===== src/rtl/rarm_pkg.sv =====
// Shared constants and types for the range-assign / range-minimum store.
// No dependencies.
package rarm_pkg;

  localparam int ELEMENTS     = 4096;
  localparam int BUCKET_SIZE  = 64;
  localparam int BUCKET_COUNT = 64;

  localparam int IDX_W      = 12;   // width of the range fields
  localparam int VAL_W      = 31;
  localparam int STORE_SIZE = BUCKET_COUNT * BUCKET_SIZE;
  localparam int SA_W       = (STORE_SIZE > 1) ? $clog2(STORE_SIZE) : 1;
  localparam int LIM        = (ELEMENTS < STORE_SIZE) ? ELEMENTS : STORE_SIZE;
  // internal index width: holds any field value, the store size and one bucket beyond it
  localparam int XW         = ((SA_W > IDX_W) ? SA_W : IDX_W) + 2;
  localparam int BW         = (BUCKET_COUNT > 1) ? $clog2(BUCKET_COUNT) : 1;

  localparam logic [VAL_W-1:0] TOP_VALUE = '1;

  typedef struct packed {
    logic             query;
    logic [XW-1:0]    first;
    logic [XW-1:0]    stop;    // exclusive end, last index clamped
    logic [VAL_W-1:0] value;
    logic             empty;
  } rarm_item_t;

endpackage


===== src/rtl/rarm_front.sv =====
// Front end: accepts items, clamps and classifies the range, two-entry queue.
// Depends on rarm_pkg.
module rarm_front (
  input  logic                       clk,
  input  logic                       rst_n,
  input  logic                       in_tvalid,
  output logic                       in_tready,
  input  logic                       in_mode,
  input  logic [rarm_pkg::IDX_W-1:0] in_first,
  input  logic [rarm_pkg::IDX_W-1:0] in_last,
  input  logic [rarm_pkg::VAL_W-1:0] in_value,
  output rarm_pkg::rarm_item_t       head,
  output logic                       head_avail,
  input  logic                       head_pop
);
  import rarm_pkg::*;

  rarm_item_t q_r [2];
  logic       wp_r, rp_r;
  logic [1:0] cnt_r;
  rarm_item_t cls;
  logic [XW-1:0] last_x, last_c;
  logic push;

  always_comb begin
    last_x = XW'(in_last);
    last_c = (last_x > XW'(LIM - 1)) ? XW'(LIM - 1) : last_x;
    cls.query = in_mode;
    cls.first = XW'(in_first);
    cls.stop  = last_c + XW'(1);
    cls.value = in_value;
    cls.empty = XW'(in_first) > last_c;
  end

  assign in_tready  = (cnt_r != 2'd2);
  assign push       = in_tvalid && in_tready;
  assign head       = q_r[rp_r];
  assign head_avail = (cnt_r != 2'd0);

  always_ff @(posedge clk) begin
    if (push) begin
      q_r[wp_r] <= cls;
    end
    if (!rst_n) begin
      wp_r  <= 1'b0;
      rp_r  <= 1'b0;
      cnt_r <= 2'd0;
    end else begin
      if (push) wp_r <= ~wp_r;
      if (head_pop) rp_r <= ~rp_r;
      cnt_r <= cnt_r + {1'b0, push} - {1'b0, head_pop};
    end
  end

endmodule


===== config.mk =====
export PLATFORM = sky130hd
export DESIGN_NAME = rarm_front
export DESIGN_NICKNAME = d
export VERILOG_FILES = /design/src/rtl/rarm_pkg.sv /design/src/rtl/rarm_front.sv
export SDC_FILE = /design/constraint.sdc
export NUM_CORES = 1
export LEC_CHECK = 0
export ABC_CLOCK_PERIOD_IN_PS = 8200
export BUFFER_PORTS_ARGS = -buffer_cell sky130_fd_sc_hd__buf_2
export CAP_MARGIN = 20
export CORE_ASPECT_RATIO = 1.75
export CORE_MARGIN = 5
export CORE_UTILIZATION = 40
export CTS_BUF_LIST = sky130_fd_sc_hd__clkbuf_4
export CTS_CLUSTER_DIAMETER = 40
export DETAILED_ROUTE_END_ITERATION = 10
export PLACE_DENSITY = 0.72
export SETUP_SLACK_MARGIN = 0.5
export SYNTH_ARGS = -nofsm -noshare
export SYNTH_HDL_FRONTEND = slang
export SYNTH_SLANG_ARGS = --single-unit

===== constraint.sdc =====
create_clock -name clk -period 8.2 [get_ports clk]
set_input_delay 1.64 -clock clk [delete_from_list [all_inputs] [get_ports clk]]
set_output_delay 1.64 -clock clk [all_outputs]
set_load 0.01 [all_outputs]

==> metrics <==
post-route antenna net violation count 0; FF-to-FF setup slack 6040 ps; initial core utilization 40.9%; Static Leak 2.32 nW; R2R Path End q_r[0][41]$_DFFE_PP_; Clock Sinks 121; total via count in the routed design 2707; number of I/O pins 123; P per Cell Area 258 mW/mm^2; number of slew-limit violations in the final report 0; worst-skew pair later-pin latency 490 ps; TritonCTS clock tree built; hold-critical path depth 2; clock root buffer master clkbuf_4; final setup margin 4370 ps; final-layout setup total negative slack 0 ps; detailed placer's ending HPWL 6940 um; count of warnings emitted by yosys 0; relative contribution of sequential cells to total power 52.1%; length in cells of the worst reg-to-reg path 4; clock network power share 29.4%; switch share 26.0%; run status finished, final reports clean; vias in the first global route 2992; data required time at the worst endpoint 6560 ps; post-DR vias/cell 4.61; vertical extent of the die 157 um; Worst Path Class, Setup register to output port; FP Rows 53; number of cells produced by synthesis 274; endpoint class of the critical path output port; time the worst path needs with I/O delays and setup 3830 ps; largest net degree at the start of global routing 45; CTS-repair resized insts 0; wire length per cell after detailed routing 16.0 um; largest fanout on the critical path 44; nature of the critical path startpoint register; GPL Wtd Cong 0.755; Post-Syn Area 0.00494 mm^2; hold path startpoint rp_r$_SDFFE_PN0P_; width of the chip 94.0 um; clock buffer count from CTS 17; P_int 1.16 mW; final count of negative-setup-slack endpoints 0; worst slack at placement 4730 ps; worst min-delay path class register to register; H-Tree Level Count 4; setup bufs post-CTS 0; unrepaired setup endpoints after global routing false; Max Freq 261 MHz; detailed-router iteration count before antenna repair 4; CTS Hold Bufs 0; register area share after synthesis 72.5%; leftover overflow at the end of global routing 0; violation count after the first detailed-route iteration 101; Final Net Count 483; count of final hold-check violations 0; fraction of final layout cells sized beyond drive strength 1 49.4%; max-slew headroom at the worst pin 45.4%; total net switching power 0.407 mW; remaining design rule violation count 0; Area growth syn-to-layout 22.5%; Comb power frac 18.4%; average size of a mapped cell 18.0 um^2; Layout Skew 17.9 ps; number of distinct library cell variants in the gate-level netlist after synthesis 32; clock transition at the register clock pins on the worst setup and hold paths after CTS 90 ps; most frequent cells in the layout buf_2 (119), edfxtp_1 (116), mux2_2 (45), clkbuf_4 (17), ha_1 (15); post-route fraction of the period consumed by the critical path 46.7%; number of synthesized register bits 121; max-cap check violation count 0; leading cell type in the layout, fill and taps excluded buf_2; placeable core region 0.0121 mm^2; arrival time at the worst endpoint 2190 ps; Port Buf Inserts 119; first-pass GRT wire length 14800 um; maximum ir drop on the vdd rail 0.116 mV; number of buffers between clock root and the deepest sink 2; antenna violations before repair 1; actual transition at the worst max-transition pin 817 ps; beginning of the worst register-to-register path cnt_r[0]$_SDFF_PN0_; Die Area 0.0148 mm^2; total global routing track utilization 13.6%; routed wire length 9390 um
Yosys cell counts:
master    number  area, um^2
mux2_2        45         507
buf_4          6        45.0
or2_2          1        6.26
nand3_2        2        20.0
nor2_1         2        7.51
nand2_2        1        6.26
nand3_1        2        10.0
conb_1         1        3.75
nand2_1        5        18.8
o21ai_0        1        5.00
mux2_1        13         146
nor3_4         1        16.3
nand2b_1       2        12.5
nor2b_1        1        6.26
nand4_1        3        18.8
a211o_1        1        8.76
a31oi_1        1        6.26
nor4_2         1        12.5
and3_1         2        12.5
a21oi_1        5        25.0
o211ai_1       1        7.51
xnor2_1       12         105
nor3_1         3        15.0
and2_1         5        31.3
nand4_4        1        21.3
buf_2          3        15.0
dfxtp_1        5         100
nor3_2         1        10.0
ha_1          15         188
inv_1         14        52.6
xor2_1         2        17.5
edfxtp_1     116        3480
routing by layer:
| metal | share of wire [%] | routed length, um | vias up | global-route usage (%) |
|---|---|---|---|---|
| met5 | 0 | 0 | - | 0 |
| li1 | - | - | 1305 | - |
| met2 | 61 | 5710 | 72 | 26.2 |
| met1 | 33 | 3080 | 1321 | 12.5 |
| met4 | 1.9 | 178 | 0 | 5.92 |
| met3 | 4.5 | 427 | 9 | 4.45 |
area by class of cell:
type,count,area (um^2)
Tap cell,165,206
Antenna cell,1,2.50
Multi-Input combinational cell,132,1260
Timing Repair Buffer,122,618
Clock inverter,15,199
Sequential cell,121,3580
Fill cell,1085,6020
Clock buffer,17,128
Inverter,14,52.6
how the worst max path moves through the flow:
stage,start,end,slack [ps],cells past startpoint
2_1_floorplan,in_tvalid,q_r[0][0]$_DFFE_PP_,3560,2
3_3_place_gp,in_tvalid,q_r[0][1]$_DFFE_PP_,4810,4
3_5_place_dp,in_tvalid,q_r[0][9]$_DFFE_PP_,4730,4
4_1_cts,register,head[34],4240,3
5_1_grt,register,head[18],4160,3
6_report,register,head[31],4370,3
cells by family (layout without fill, tap and decap cells):
group                      count (synthesis)  after routing  synth area share [%]
muxes                                     58             58                  13.2
AOI/OAI and AO/OA                          9              9                  1.06
xor gates and xnor gates                  14             14                  2.48
and+or+nand+nor                           33             33                  4.56
adders and majority gates                 15             15                  3.80
DFF                                      121            121                  72.5
buffers and inverters                     23            168                  2.28
other                                      1              4                0.0759
critical path: stages (launching register included):
cell	delay, ps
dfxtp_2	570
buf_4	570
mux2_2	410
buf_2	150
flip-flops by register name, summed over array words and instances, names as in the netlist, named ones only:
signal,flops
q_r,116
rp_r,1
wp_r,1
cnt_r,2
power by group through the flow:
stage / sequential, mW / combinational (mW) / clock (mW)
after floorplan: 0.826 / 0.177 / 0
after global routing: 0.825 / 0.319 / 0.505
final: 0.815 / 0.288 / 0.460
after CTS: 0.817 / 0.299 / 0.479
after detailed placement: 0.831 / 0.297 / 0
after global placement: 0.826 / 0.291 / 0
through the flow:
stage               hold slack, ps  total power [mW]  util (%)  std cells  instance area [um^2]
finish                         578              1.56      50.1        587                  6050
global route                   618              1.65      50.1        587                  6050
CTS                            588              1.60      50.1        586                  6050
detailed placement             569              1.13      47.4        554                  5720
global placement               567              1.12      47.4        554                  5720
floorplan                      555              1.00         -        276                  4950
Power figures use the tool's default switching activity.
